<file path="src/hw/rtl/tli_pkg.sv">
// shared constants, codes and command/status types of the table interpolator
`timescale 1ns / 1ps

package tli_pkg;

  // table geometry; point_index addresses the whole table
  localparam int TABLE_DEPTH = 1024;
  localparam int ADDR_W      = $clog2(TABLE_DEPTH);
  localparam int CNT_W       = ADDR_W + 1;
  localparam int DATA_W      = 32;

  // stream widths
  localparam int S_TDATA_W = 112;
  localparam int M_TDATA_W = 32;
  localparam int STATUS_W  = 2;
  localparam int CFG_IDX_W = 3;

  // input word layout inside s_tdata
  localparam int IDX_LSB   = 0;
  localparam int PTIME_LSB = IDX_LSB + ADDR_W;
  localparam int PVAL_LSB  = PTIME_LSB + DATA_W;
  localparam int QTIME_LSB = PVAL_LSB + DATA_W;

  // serial divider
  localparam int DIV_STEPS = 32;
  localparam int DIV_CNT_W = $clog2(DIV_STEPS);

  // request kinds
  localparam logic REQ_LOAD  = 1'b0;
  localparam logic REQ_QUERY = 1'b1;

  // result status codes
  localparam logic [STATUS_W-1:0] ST_OK    = 2'd0;
  localparam logic [STATUS_W-1:0] ST_RANGE = 2'd1;
  localparam logic [STATUS_W-1:0] ST_TABLE = 2'd2;

  // configuration register indexes
  localparam logic [CFG_IDX_W-1:0] CFG_PAD_MODE    = 3'd0;
  localparam logic [CFG_IDX_W-1:0] CFG_LEFT_PAD    = 3'd1;
  localparam logic [CFG_IDX_W-1:0] CFG_RIGHT_PAD   = 3'd2;
  localparam logic [CFG_IDX_W-1:0] CFG_POINT_COUNT = 3'd3;

  // padding modes
  localparam logic [1:0] PAD_NONE  = 2'd0;
  localparam logic [1:0] PAD_FIXED = 2'd1;
  localparam logic [1:0] PAD_TABLE = 2'd2;

  // table read address select
  localparam logic [2:0] RA_FIRST = 3'd0;
  localparam logic [2:0] RA_LAST  = 3'd1;
  localparam logic [2:0] RA_MID   = 3'd2;
  localparam logic [2:0] RA_LO    = 3'd3;
  localparam logic [2:0] RA_HI    = 3'd4;

  // result select
  localparam logic [1:0] RES_LOAD   = 2'd0;
  localparam logic [1:0] RES_TABLE  = 2'd1;
  localparam logic [1:0] RES_RANGE  = 2'd2;
  localparam logic [1:0] RES_INTERP = 2'd3;

  // controller to datapath commands
  typedef struct packed {
    logic       capture;
    logic       do_load;
    logic [2:0] rd_sel;
    logic       cap_lo;
    logic       cap_hi;
    logic       search_init;
    logic       search_step;
    logic       diff;
    logic       mul;
    logic       div_init;
    logic       div_step;
    logic       res_we;
    logic [1:0] res_sel;
    logic       out_load;
  } cmd_t;

  // datapath to controller status
  typedef struct packed {
    logic is_query;
    logic tbl_err;
    logic out_of_range;
    logic search_done;
    logic div_done;
    logic out_free;
  } sts_t;

endpackage

</file>
<file path="src/hw/rtl/tli_ctrl.sv">
// sequencing state machine of the table interpolator
`timescale 1ns / 1ps

module tli_ctrl
  import tli_pkg::*;
(
  input  logic clk,
  input  logic rst,
  input  logic s_tvalid,
  output logic s_tready,
  input  sts_t sts,
  output cmd_t cmd
);

  localparam logic [4:0] S_IDLE     = 5'd0;
  localparam logic [4:0] S_DECODE   = 5'd1;
  localparam logic [4:0] S_RD_FIRST = 5'd2;
  localparam logic [4:0] S_RD_LAST  = 5'd3;
  localparam logic [4:0] S_CAP_LAST = 5'd4;
  localparam logic [4:0] S_RANGE    = 5'd5;
  localparam logic [4:0] S_SEARCH   = 5'd6;
  localparam logic [4:0] S_PROBE    = 5'd7;
  localparam logic [4:0] S_RD_HI    = 5'd8;
  localparam logic [4:0] S_CAP_HI   = 5'd9;
  localparam logic [4:0] S_DIFF     = 5'd10;
  localparam logic [4:0] S_MUL      = 5'd11;
  localparam logic [4:0] S_ADD      = 5'd12;
  localparam logic [4:0] S_DIV      = 5'd13;
  localparam logic [4:0] S_FIN      = 5'd14;
  localparam logic [4:0] S_OUT      = 5'd15;

  logic [4:0] state;
  logic [4:0] state_next;

  assign s_tready = (state == S_IDLE);

  // state register
  always_ff @(posedge clk) begin
    if (rst) begin
      state <= S_IDLE;
    end else begin
      state <= state_next;
    end
  end

  // next state and commands
  always_comb begin
    state_next = state;
    cmd        = '0;
    cmd.rd_sel = RA_FIRST;
    case (state)
      S_IDLE: begin
        if (s_tvalid) begin
          cmd.capture = 1'b1;
          state_next  = S_DECODE;
        end
      end
      S_DECODE: begin
        if (!sts.is_query) begin
          cmd.do_load = 1'b1;
          cmd.res_we  = 1'b1;
          cmd.res_sel = RES_LOAD;
          state_next  = S_OUT;
        end else if (sts.tbl_err) begin
          cmd.res_we  = 1'b1;
          cmd.res_sel = RES_TABLE;
          state_next  = S_OUT;
        end else begin
          state_next = S_RD_FIRST;
        end
      end
      S_RD_FIRST: begin
        cmd.rd_sel = RA_FIRST;
        state_next = S_RD_LAST;
      end
      S_RD_LAST: begin
        cmd.rd_sel = RA_LAST;
        cmd.cap_lo = 1'b1;
        state_next = S_CAP_LAST;
      end
      S_CAP_LAST: begin
        cmd.cap_hi = 1'b1;
        state_next = S_RANGE;
      end
      S_RANGE: begin
        if (sts.out_of_range) begin
          cmd.res_we  = 1'b1;
          cmd.res_sel = RES_RANGE;
          state_next  = S_OUT;
        end else begin
          cmd.search_init = 1'b1;
          state_next      = S_SEARCH;
        end
      end
      S_SEARCH: begin
        if (!sts.search_done) begin
          cmd.rd_sel = RA_MID;
          state_next = S_PROBE;
        end else begin
          cmd.rd_sel = RA_LO;
          state_next = S_RD_HI;
        end
      end
      S_PROBE: begin
        cmd.search_step = 1'b1;
        state_next      = S_SEARCH;
      end
      S_RD_HI: begin
        cmd.rd_sel = RA_HI;
        cmd.cap_lo = 1'b1;
        state_next = S_CAP_HI;
      end
      S_CAP_HI: begin
        cmd.cap_hi = 1'b1;
        state_next = S_DIFF;
      end
      S_DIFF: begin
        cmd.diff   = 1'b1;
        state_next = S_MUL;
      end
      S_MUL: begin
        cmd.mul    = 1'b1;
        state_next = S_ADD;
      end
      S_ADD: begin
        cmd.div_init = 1'b1;
        state_next   = S_DIV;
      end
      S_DIV: begin
        cmd.div_step = 1'b1;
        if (sts.div_done) begin
          state_next = S_FIN;
        end
      end
      S_FIN: begin
        cmd.res_we  = 1'b1;
        cmd.res_sel = RES_INTERP;
        state_next  = S_OUT;
      end
      S_OUT: begin
        if (sts.out_free) begin
          cmd.out_load = 1'b1;
          state_next   = S_IDLE;
        end
      end
      default: begin
        state_next = S_IDLE;
      end
    endcase
  end

endmodule

</file>
<file path="config.mk">
export PLATFORM = sky130hd
export DESIGN_NAME = tli_ctrl
export DESIGN_NICKNAME = d
export VERILOG_FILES = /design/src/hw/rtl/tli_pkg.sv /design/src/hw/rtl/tli_ctrl.sv
export SDC_FILE = /design/constraint.sdc
export NUM_CORES = 1
export LEC_CHECK = 0
export ABC_AREA = 1
export ABC_CLOCK_PERIOD_IN_PS = 1100
export BUFFER_PORTS_ARGS = -buffer_cell sky130_fd_sc_hd__buf_2
export CORE_AREA = 2 2 39 41
export CTS_BUF_LIST = sky130_fd_sc_hd__clkbuf_8
export DETAILED_ROUTE_END_ITERATION = 7
export DIE_AREA = 0 0 41 43
export GPL_TIMING_DRIVEN = 0
export PLACE_DENSITY = 0.75
export SLEW_MARGIN = 20
export SYNTH_ARGS = -nofsm -noshare
export SYNTH_HDL_FRONTEND = slang
export SYNTH_SLANG_ARGS = --single-unit
</file>
<file path="constraint.sdc">
create_clock -name clk -period 1.1 [get_ports clk]
set_input_delay 0.11 -clock clk [delete_from_list [all_inputs] [get_ports clk]]
set_output_delay 0.11 -clock clk [all_outputs]
set_load 0.02 [all_outputs]
</file>
After elaboration in Yosys (flattened, before gate mapping)
Cells that the tools add are included.
{"block": "classes", "mux": 29, "n_reduce_logical": 4, "n_eq_ne": 18}
{"operator": "one-hot mux 5 bit (16 select lines)", "count": 1}
{"operator": "== test 5 x 4 -> 1 bit, second input constant", "count": 8}
{"operator": "== test 5 x 3 -> 1 bit, second input constant", "count": 4}
{"operator": "two-way mux 5 bit", "count": 4}
{"operator": "one-hot mux 3 bit (3 select lines)", "count": 2}
{"operator": "two-way mux 1 bit", "count": 16}
{"operator": "two-way mux 4 bit", "count": 3}
{"operator": "== test 5 x 2 -> 1 bit, second input constant", "count": 2}
{"operator": "two-way mux 3 bit", "count": 3}
{"operator": "!= test 2 bit, second input constant", "count": 3}
{"operator": "== test 5 x 1 -> 1 bit, second input constant", "count": 1}
{"operator": "zero test 5 bit", "count": 1}
{"operator": "OR reduction 2 bit", "count": 2}
{"operator": "AND reduction 3 bit", "count": 1}
{"block": "totals", "in_bits": 9, "output_inout_bits": 18, "elab_cells": 52, "ff_bits": 5}

Longest topological paths before layout
Gate-level depths: netlist of the first run.
{"block": "depth", "word_depth": 3, "depth_mapped": 10, "depth_no_buf": 9}

Least setup slack after synthesis of the first run
Ideal clock, no wire load.
{"block": "synth_path", "path_type": "register to output", "from": "register state[2]", "to": "output cmd[1] (netlist name)", "stages_incl_launch_ff": 4, "arrival_time_ns": 1.236, "n_path_buf": 0, "required_time_ns": 0.990, "setup_slack_ns": -0.246, "path_cell_list": "dfxtp_1 > nor2_1 > nand2_1 > o31ai_1"}
{"item": "start, declared", "line_no": "tli_ctrl.sv:32", "rtl": "logic [4:0] state;"}
{"item": "start signal, assigned", "line_no": "tli_ctrl.sv:42", "rtl": "state <= state_next;"}
{"item": "end, declared", "line_no": "tli_ctrl.sv:12", "rtl": "output cmd_t cmd"}

==> results of run 1 <==
-- timing repair --
item | CTS | global route
gates cloned | 0 | 0
setup buffers | 5 | 2
setup endpoints to repair | 22 | 22
hold endpoints to repair | 0 | 0
gates resized for setup | 40 | 29
pin swaps | 6 | 6
-- power by group --
part           internal, W  total, W  switching (W)  leakage (nW)
clock             0.000233  0.000309      0.0000761        0.0216
sequential        0.000219  0.000358       0.000139        0.0356
combinational     0.000568   0.00136       0.000792         0.469
-- cell usage in the layout, fill, tap and decap left out, types with 2 or more instances in the layout --
| cell type | count |
|---|---|
| nor2_4 | 11 |
| a21oi_2 | 2 |
| nand2_4 | 3 |
| clkbuf_8 | 3 |
| buf_4 | 15 |
| nor2_1 | 7 |
| dfxtp_4 | 4 |
| nand2_1 | 20 |
| nand3_2 | 3 |
| inv_1 | 11 |
| o21ai_1 | 4 |
| nand3_1 | 2 |
| buf_6 | 10 |
| a21oi_1 | 2 |
| inv_2 | 5 |
| nand2_2 | 8 |
| buf_2 | 8 |
| o21ai_0 | 2 |
-- per-stage QoR --
step | utilization [%] | hold slack, ps | area [um^2] | TNS, ps | instances
finish | 70.8 | 82.8 | 980 | -3510 | 145
global route | 70.8 | 84.9 | 980 | -4620 | 145
CTS | 62.6 | 84.7 | 866 | -3430 | 143
detailed placement | 50.3 | 310 | 696 | -1190 | 136
global placement | 50.3 | 306 | 696 | -956 | 136
floorplan | - | 165 | 546 | -122 | 94
-- final cells by class --
class / instances / area (um^2)
fill: 116 / 404
tap: 16 / 20.0
inverter: 20 / 87.6
timing repair buffer: 33 / 265
multi-input combinational: 69 / 470
sequential: 4 / 95.1
clock buffer: 3 / 41.3
-- worst max path at each step --
| stage | to | cells after the start | slack [ps] | start |
|---|---|---|---|---|
| 6_report | cmd[11] | 5 | -240 | state[3] |
| 5_1_grt | cmd[11] | 5 | -310 | state[3] |
| 4_1_cts | cmd[1] | 5 | -240 | state[0] |
| 3_5_place_dp | cmd[1] | 4 | -180 | state[2] |
| 3_3_place_gp | state[1] | 6 | -160 | state[2] |
| 2_1_floorplan | cmd[1] | 3 | -90 | state[2] |
-- logic make-up (layout without fill, tap and decap cells) --
family | after synthesis | in the layout
AND/OR/NAND/NOR | 57 | 57
buffers and inverters | 21 | 56
AO/OA/AOI/OAI | 12 | 12
flip-flops | 4 | 4
-- per-layer routing --
layer | share of wire [%] | routed length [um]
met2 | 55 | 892
met4 | 0.68 | 11
met5 | 0 | 0
met1 | 39 | 624
met3 | 5.0 | 80
==> qor.yml, run 1 <==
drc: 0
htreeDepth: 1
cts.path.max_buffers: 2
setup_violations: 22
synthXorXnorAreaFrac_pct: 0
synth.area.top_cells: "nand2_1, dfxtp_1, inv_1"
dieArea_um2: 1760
clockRootBuffer: "clkbuf_8"
reg2reg_depth: 8
path_cells: "clkinvlp_4 -> nor2_4 -> inv_2 -> o21ai_1 -> buf_4"
viasPerCell: 4.79
top_regs: "state: 4 flops"
dpl.hpwl_mm: 1.08
synthMuxAreaShare_pct: 0
worst_setup_path_end_kind: "output pin"
dr.pass1.iters: 4
synth_compound_area_share_pct: 13.0
gr-usage-met2_pct: 35.0
clock_skew_ps: 5.31
dp_slack_ps: -176
finalCritPeriodShare_pct: 121
finalCriticalPeriod_ps: 1340
num_rows: 14
grt_pass1_vias: 629
yosysWarnings: 0
avgSynthCellArea_um2: 5.44
fin_nets: 140
worst_pin_slew_ps: 201
drtAntennaViolNets: 0
min_to: "state[0]"
cap_viol_max_count: 0
synth-seq-area-share_pct: 15.6
final_max_slew_viol_count: 0
die_y_um: 43
yosys.area_share.simple_pct: 54.3
synth_area_um2: 512
ir_drop_uv: 1110
busiest_layer: "met2"
hold_depth: 2
power_leakage_nw: 0.526
async_flop_share_pct: 0
area_delta_synth_final_pct: 91.4
yosysMostFrequentCell: "nand2_1"
die_w_um: 41
grt_pass1_wl_mm: 2.48
grt_util_met1_pct: 22.3
vias: 695
track_usage_pct: 20.0
violations: "negative setup slack"
p_per_area_nw_per_um2: 2070
power_w: 0.00203
synth_edf_count: 0
postCtsHoldBufs: 0
synth_adder_area_share_pct: 0
io_pins: 27
final_hold_viol_count: 0
initial_utilization_pct: 37.0
r2r_slack_ps: -190
wl_mm: 1.61
syn-num-nets: 103
crit_required_ps: 990
gp_congestion: 0.797
yosysTopAreaCell: "nand2_1"
synth_seq_cells: 4
clk_latency_ps: 220
antennaDiodeCount: 0
synth.distinct_cells: 20
startpoint_type: "flip-flop"
clkTransAtPathRegs_ps: 30
antenna_found_initial: 0
largest_reg_flops: 4
crit_family: "flip-flops"
synth-main-ff-cell: "dfxtp_1"
max_stage_delay_ps: 390
largest_register: "state"
drive_gt1_share_pct: 62.8
grt_overflow_total: 0
rsz0062_at_grt: "yes"
r2r_end: "state[3]"
path_buf_inv: 3
syn_inst: 94
slowest_stage: "dfxtp_4"
path_max_fanout: 5
cts_buffers: 3
arrival_ps: 1230
worst_slack_ps: -235
synth_top_area_share_pct: 19.8
min_from: "rst"
synth_top_family_by_area: "simple AND/OR/NAND/NOR gates"
drtIter0Drc: 2
core_region_area_um2: 1380
slew_headroom_pct: 86.5
io_buffer_count: 26
grt_max_degree: 9
critical_path_class: "reg2out"
status: "finished with violations"
synth_commonest_cells: "nand2_1, inv_1, nor2_1"
gr-usage-met3_pct: 4.71
hold_path.class: "in2reg"
rr_startpoint: "state[3]"
cts_sinks: 4
routedWlPerCell_um: 11.1
cts_tree: "built"
max_freq_ghz: 0.749
Power figures use the tool's default switching activity.
==> run 2, diff against run 1 <==
CORE_AREA = not set   (was 2 2 39 41)
CORE_MARGIN = 2   (was not set)
CORE_UTILIZATION = 38   (was not set)
CTS_BUF_LIST = not set   (was sky130_fd_sc_hd__clkbuf_8)
DIE_AREA = not set   (was 0 0 41 43)
PLACE_DENSITY = 0.74   (was 0.75)
==> run 2 against run 1 <==
- the flow still finishes with violations (negative setup slack)
- first-iteration DRC count rose to 6.5 times the previous value
- register-to-register slack got worse by 100 ps
- combinational power rose by 23%
- critical path type unchanged
- highest routed layer unchanged
==> qor.yml, run 2 (synthesis gave the netlist of run 1 again) <==
finalCritPeriodShare_pct: 129
register_area_um2: 92.6
largest_reg_flops: 4
drive_gt1_share_pct: 65.7
viasPerCell: 4.94
stdcell_area_um2: 1050
startpoint_type: "flip-flop"
arrival_ps: 1310
hold_depth: 2
final_common_cell: "buf_4"
path_max_fanout: 8
cts.path.max_buffers: 2
whs_ps: 59.0
routedWlPerCell_um: 12.8
placed_area_um2: 694
hold_path.class: "in2reg"
htreeDepth: 1
multi_input_area_um2: 482
grt_pass1_wl_mm: 2.60
clkTransAtPathRegs_ps: 40
drt-met1-wl_um: 761
finalCriticalPeriod_ps: 1420
drtIter0Drc: 13
slew_headroom_pct: 85.6
dpl.hpwl_mm: 1.07
core_region_area_um2: 1280
final_hold_viol_count: 0
cts_buffers: 3
p_per_area_nw_per_um2: 2100
met3WireLength_um: 74
fin_nets: 148
cap_viol_max_count: 0
critical_path_class: "reg2out"
violations: "negative setup slack"
antennaDiodeCount: 0
fill_cells: 84
ir_drop_uv: 1150
largest_register: "state"
antenna_found_initial: 0
dieArea_um2: 1660
power_leakage_nw: 0.576
clockRootBuffer: "clkbuf_4"
top_layer: "met4"
gp_congestion: 0.756
grt_max_degree: 9
wl_met2_mm: 1.10
clk_latency_ps: 240
top_regs: "state: 4 flops"
worst_slack_ps: -324
vias: 751
dp_slack_ps: -158
grt_pass1_vias: 652
num_rows: 13
postCtsHoldBufs: 0
max_freq_ghz: 0.702
worst_pin_slew_ps: 215
area_delta_synth_final_pct: 105
initial_utilization_pct: 39.8
dr.pass1.iters: 4
rsz0062_at_grt: "yes"
wl_mm: 1.95
final.setup.tns_ps: -4340
track_usage_pct: 23.9
setup_violations: 22
crit_required_ps: 990
cts_sinks: 4
die_w_um: 40.7
io_buffer_count: 26
clock_skew_ps: 6.94
grt_overflow_total: 0
io_pins: 27
final_max_slew_viol_count: 0
drtAntennaViolNets: 0
die_y_um: 40.7
mostFrequentLayoutCells: "buf_4, nand2_1, inv_1"
drc: 0
status: "finished with violations"
reg2reg_depth: 9
worst_setup_path_end_kind: "output pin"
cts_tree: "built"
## run 2: critical path: stages (launching register included)
cell and delay [ps]:
dfxtp_2 320, buf_12 150, nor2_8 130, nand2_2 80
o31ai_2 210, buf_4 190
## run 2: worst paths after layout
path	endpoint	start	slack, ps
max	cmd[1]	state[1]	-320
min	state[0]	rst	60
max reg2reg	state[3]	state[1]	-290
min reg2reg	state[3]	state[3]	730
## run 2: through the flow
step | utilization, % | instances | total power [W]
6_report | 81.5 | 152 | 0.00220
5_1_grt | 81.5 | 152 | 0.00234
4_1_cts | 73.6 | 148 | 0.00194
3_5_place_dp | 54.0 | 135 | 0.00123
3_3_place_gp | 54.0 | 135 | 0.00122
2_1_floorplan | - | 94 | 0.00100
## run 2: report_power, final
part / total (W) / internal [W] / switching (W) / leakage [nW]
sequential: 0.000338 / 0.000215 / 0.000122 / 0.0353
combinational: 0.00167 / 0.000758 / 0.000916 / 0.527
clock: 0.000190 / 0.000123 / 0.0000676 / 0.0138
total: 0.00220 / 0.00110 / 0.00111 / 0.576
## run 2: metal layers
| metal | up-vias | GRT usage, % |
|---|---|---|
| met1 | 347 | 25.4 |
| met3 | 2 | 8.15 |
| li1 | 379 | - |
| met2 | 23 | 42.9 |
| met5 | - | 0 |
| met4 | 0 | 9.17 |
## run 2: layout make-up
class | instances | area share (%)
flip-flops and latches | 4 | 8.84
plain buffers | 1 | 1.91
inverters | 20 | 8.48
multi-input cells | 69 | 46.0
repair buffers | 40 | 30.8
well taps | 15 | 1.79
clock buffers | 3 | 2.15
## run 2: timing repair
item / 4_1_cts / 5_1_grt
endpoints found under the setup margin: 22 / 22
setup buffers: 10 / 4
gates resized for setup: 53 / 19
pin swaps: 9 / 6
cloned: 0 / 0
==> run 3, diff against run 2 <==
ABC_AREA = not set   (was 1)
ABC_CLOCK_PERIOD_IN_PS = 1400   (was 1100)
CORE_AREA = 2 2 39 41   (was not set)
CORE_MARGIN = not set   (was 2)
CORE_UTILIZATION = not set   (was 38)
DIE_AREA = 0 0 41 43   (was not set)
PLACE_DENSITY = 0.72   (was 0.74)
clock period = 1.4 ns   (was 1.1 ns; I/O delays follow)
==> run 3 against run 2 <==
- the flow still finishes with violations (negative setup slack)
- clock power is 26% lower
- routed wire length is 18% higher
- critical path depth is 1 higher
- global-route usage is 1.3 points lower
- total power is 25% lower
==> qor.yml, run 3 <==
status: "finished with violations"
violations: "negative setup slack"
path_max_fanout: 5
worst_setup_path_end_kind: "flip-flop"
worst_slack_ps: -140
crit_required_ps: 1500
synth_commonest_cells: "a21oi_1, nand3_1, nor2_1"
synth_top_area_share_pct: 15.5
ir_drop_uv: 744
drc: 0
drtIter0Drc: 37
grt_overflow_total: 0
dr.pass1.iters: 4
num_rows: 14
yosysTopAreaCell: "dfxtp_1"
antenna_found_initial: 0
drtAntennaViolNets: 0
viasPerCell: 5.92
cts_buffers: 3
clock_skew_ps: 7.39
final_common_cell: "buf_4"
hold_path.class: "in2reg"
cts_sinks: 4
cap_viol_max_count: 0
clockRootBuffer: "clkbuf_4"
p_per_area_nw_per_um2: 1620
worst_pin_slew_ps: 432
dieArea_um2: 1760
grt_max_degree: 11
synth.distinct_cells: 33
fill_cells: 91
startpoint_type: "flip-flop"
largest_reg_flops: 4
area_delta_synth_final_pct: 97.3
routedWlPerCell_um: 17.4
arrival_ps: 1640
register_area_um2: 95.1
stdcell_area_um2: 1020
final_max_slew_viol_count: 0
avgSynthCellArea_um2: 7.06
final_hold_viol_count: 0
critical_path_class: "reg2reg"
fin_nets: 127
vias: 781
die_w_um: 41
finalCritPeriodShare_pct: 110
finalCriticalPeriod_ps: 1540
gp_congestion: 0.807
rsz0062_at_grt: "yes"
initial_utilization_pct: 37.3
clkTransAtPathRegs_ps: 40
top_regs: "state: 4 flops"
largest_register: "state"
synth-seq-area-share_pct: 15.5
synth_seq_cells: 4
syn-num-nets: 82
syn_inst: 73
multi_input_area_um2: 487
clk_latency_ps: 230
die_y_um: 43
cts_tree: "built"
power_leakage_nw: 0.451
antennaDiodeCount: 0
setup_violations: 15
yosysWarnings: 0
synth-main-ff-cell: "dfxtp_1"
dpl.hpwl_mm: 1.03
htreeDepth: 1
io_buffer_count: 26
cts.path.max_buffers: 2
max_freq_ghz: 0.649
drive_gt1_share_pct: 63.8
synth.area.top_cells: "dfxtp_1, a21oi_1, nand2b_1"
async_flop_share_pct: 0
placed_area_um2: 666
slew_headroom_pct: 71.2
wl_mm: 2.30
core_region_area_um2: 1380
synth_area_um2: 515
io_pins: 27
fin_util_pct: 73.5
grt_pass1_vias: 635
synth_edf_count: 0
track_usage_pct: 22.6
mostFrequentLayoutCells: "buf_4, buf_6, buf_2"
grt_pass1_wl_mm: 2.77
-- run 3: path summary, 6_finish.rpt --
check	endpoint	slack, ps	cells past startpoint	startpoint
setup / recovery	state[3]	-140	6	state[2]
hold / removal	state[1]	240	3	rst
setup reg to reg	state[3]	-140	6	state[2]
hold reg to reg	state[2]	780	3	state[1]
-- run 3: logic make-up (layout without fill, tap and decap cells) --
| family | after synthesis | after routing | share of synthesized area, % |
|---|---|---|---|
| AO/OA/AOI/OAI | 20 | 20 | 26.7 |
| buffers and inverters | 9 | 52 | 8.98 |
| AND/OR/NAND/NOR | 40 | 40 | 48.8 |
| flip-flops | 4 | 4 | 15.5 |
-- run 3: through the flow --
| stage | instances | TNS [ps] | total power (W) | setup slack (ps) | hold slack (ps) |
|---|---|---|---|---|---|
| after global placement | 115 | -339 | 0.000917 | -89.0 | 463 |
| after detailed placement | 115 | -457 | 0.000925 | -111 | 472 |
| after CTS | 127 | -426 | 0.00140 | -106 | 227 |
| after global routing | 132 | -1610 | 0.00172 | -162 | 256 |
| after floorplan | 73 | -542 | 0.000738 | -111 | 320 |
| final | 132 | -887 | 0.00165 | -140 | 238 |
-- run 3: area by class of cell --
class / instances / area share [%]
flip-flops and latches: 4 / 9.35
inverters: 3 / 1.11
plain buffers: 6 / 7.38
clock buffers: 3 / 2.21
well taps: 16 / 1.97
repair buffers: 40 / 30.1
multi-input cells: 60 / 47.8
-- run 3: power by group --
| part | switching [W] | internal, W |
|---|---|---|
| Sequential | 0.0000876 | 0.000169 |
| Clock | 0.0000452 | 0.0000958 |
| Combinational | 0.000612 | 0.000641 |
| Total | 0.000745 | 0.000906 |
-- run 3: worst max-delay path: stages, from the launching register on --
cell      delay [ps]
dfxtp_4          350
buf_6            130
buf_6            110
buf_6            120
a31o_4           210
a222oi_1         350
o21ai_1          130
-- run 3: repair_timing --
action / in CTS / in global routing
cloned: 1 / 0
buffers inserted: 8 / 5
hold buffers: 0 / 0
pin swaps: 11 / 14
gates resized for setup: 48 / 23
endpoints found under the setup margin: 17 / 22
hold endpoints to repair: 0 / 0
-- run 3: per-layer routing --
layer	vias to the layer above	wire (um)	track usage [%]
met5	-	0	0
met3	4	79	2.09
li1	366	-	-
met1	382	948	29.5
met2	29	1230	36.9
met4	0	38	7.33
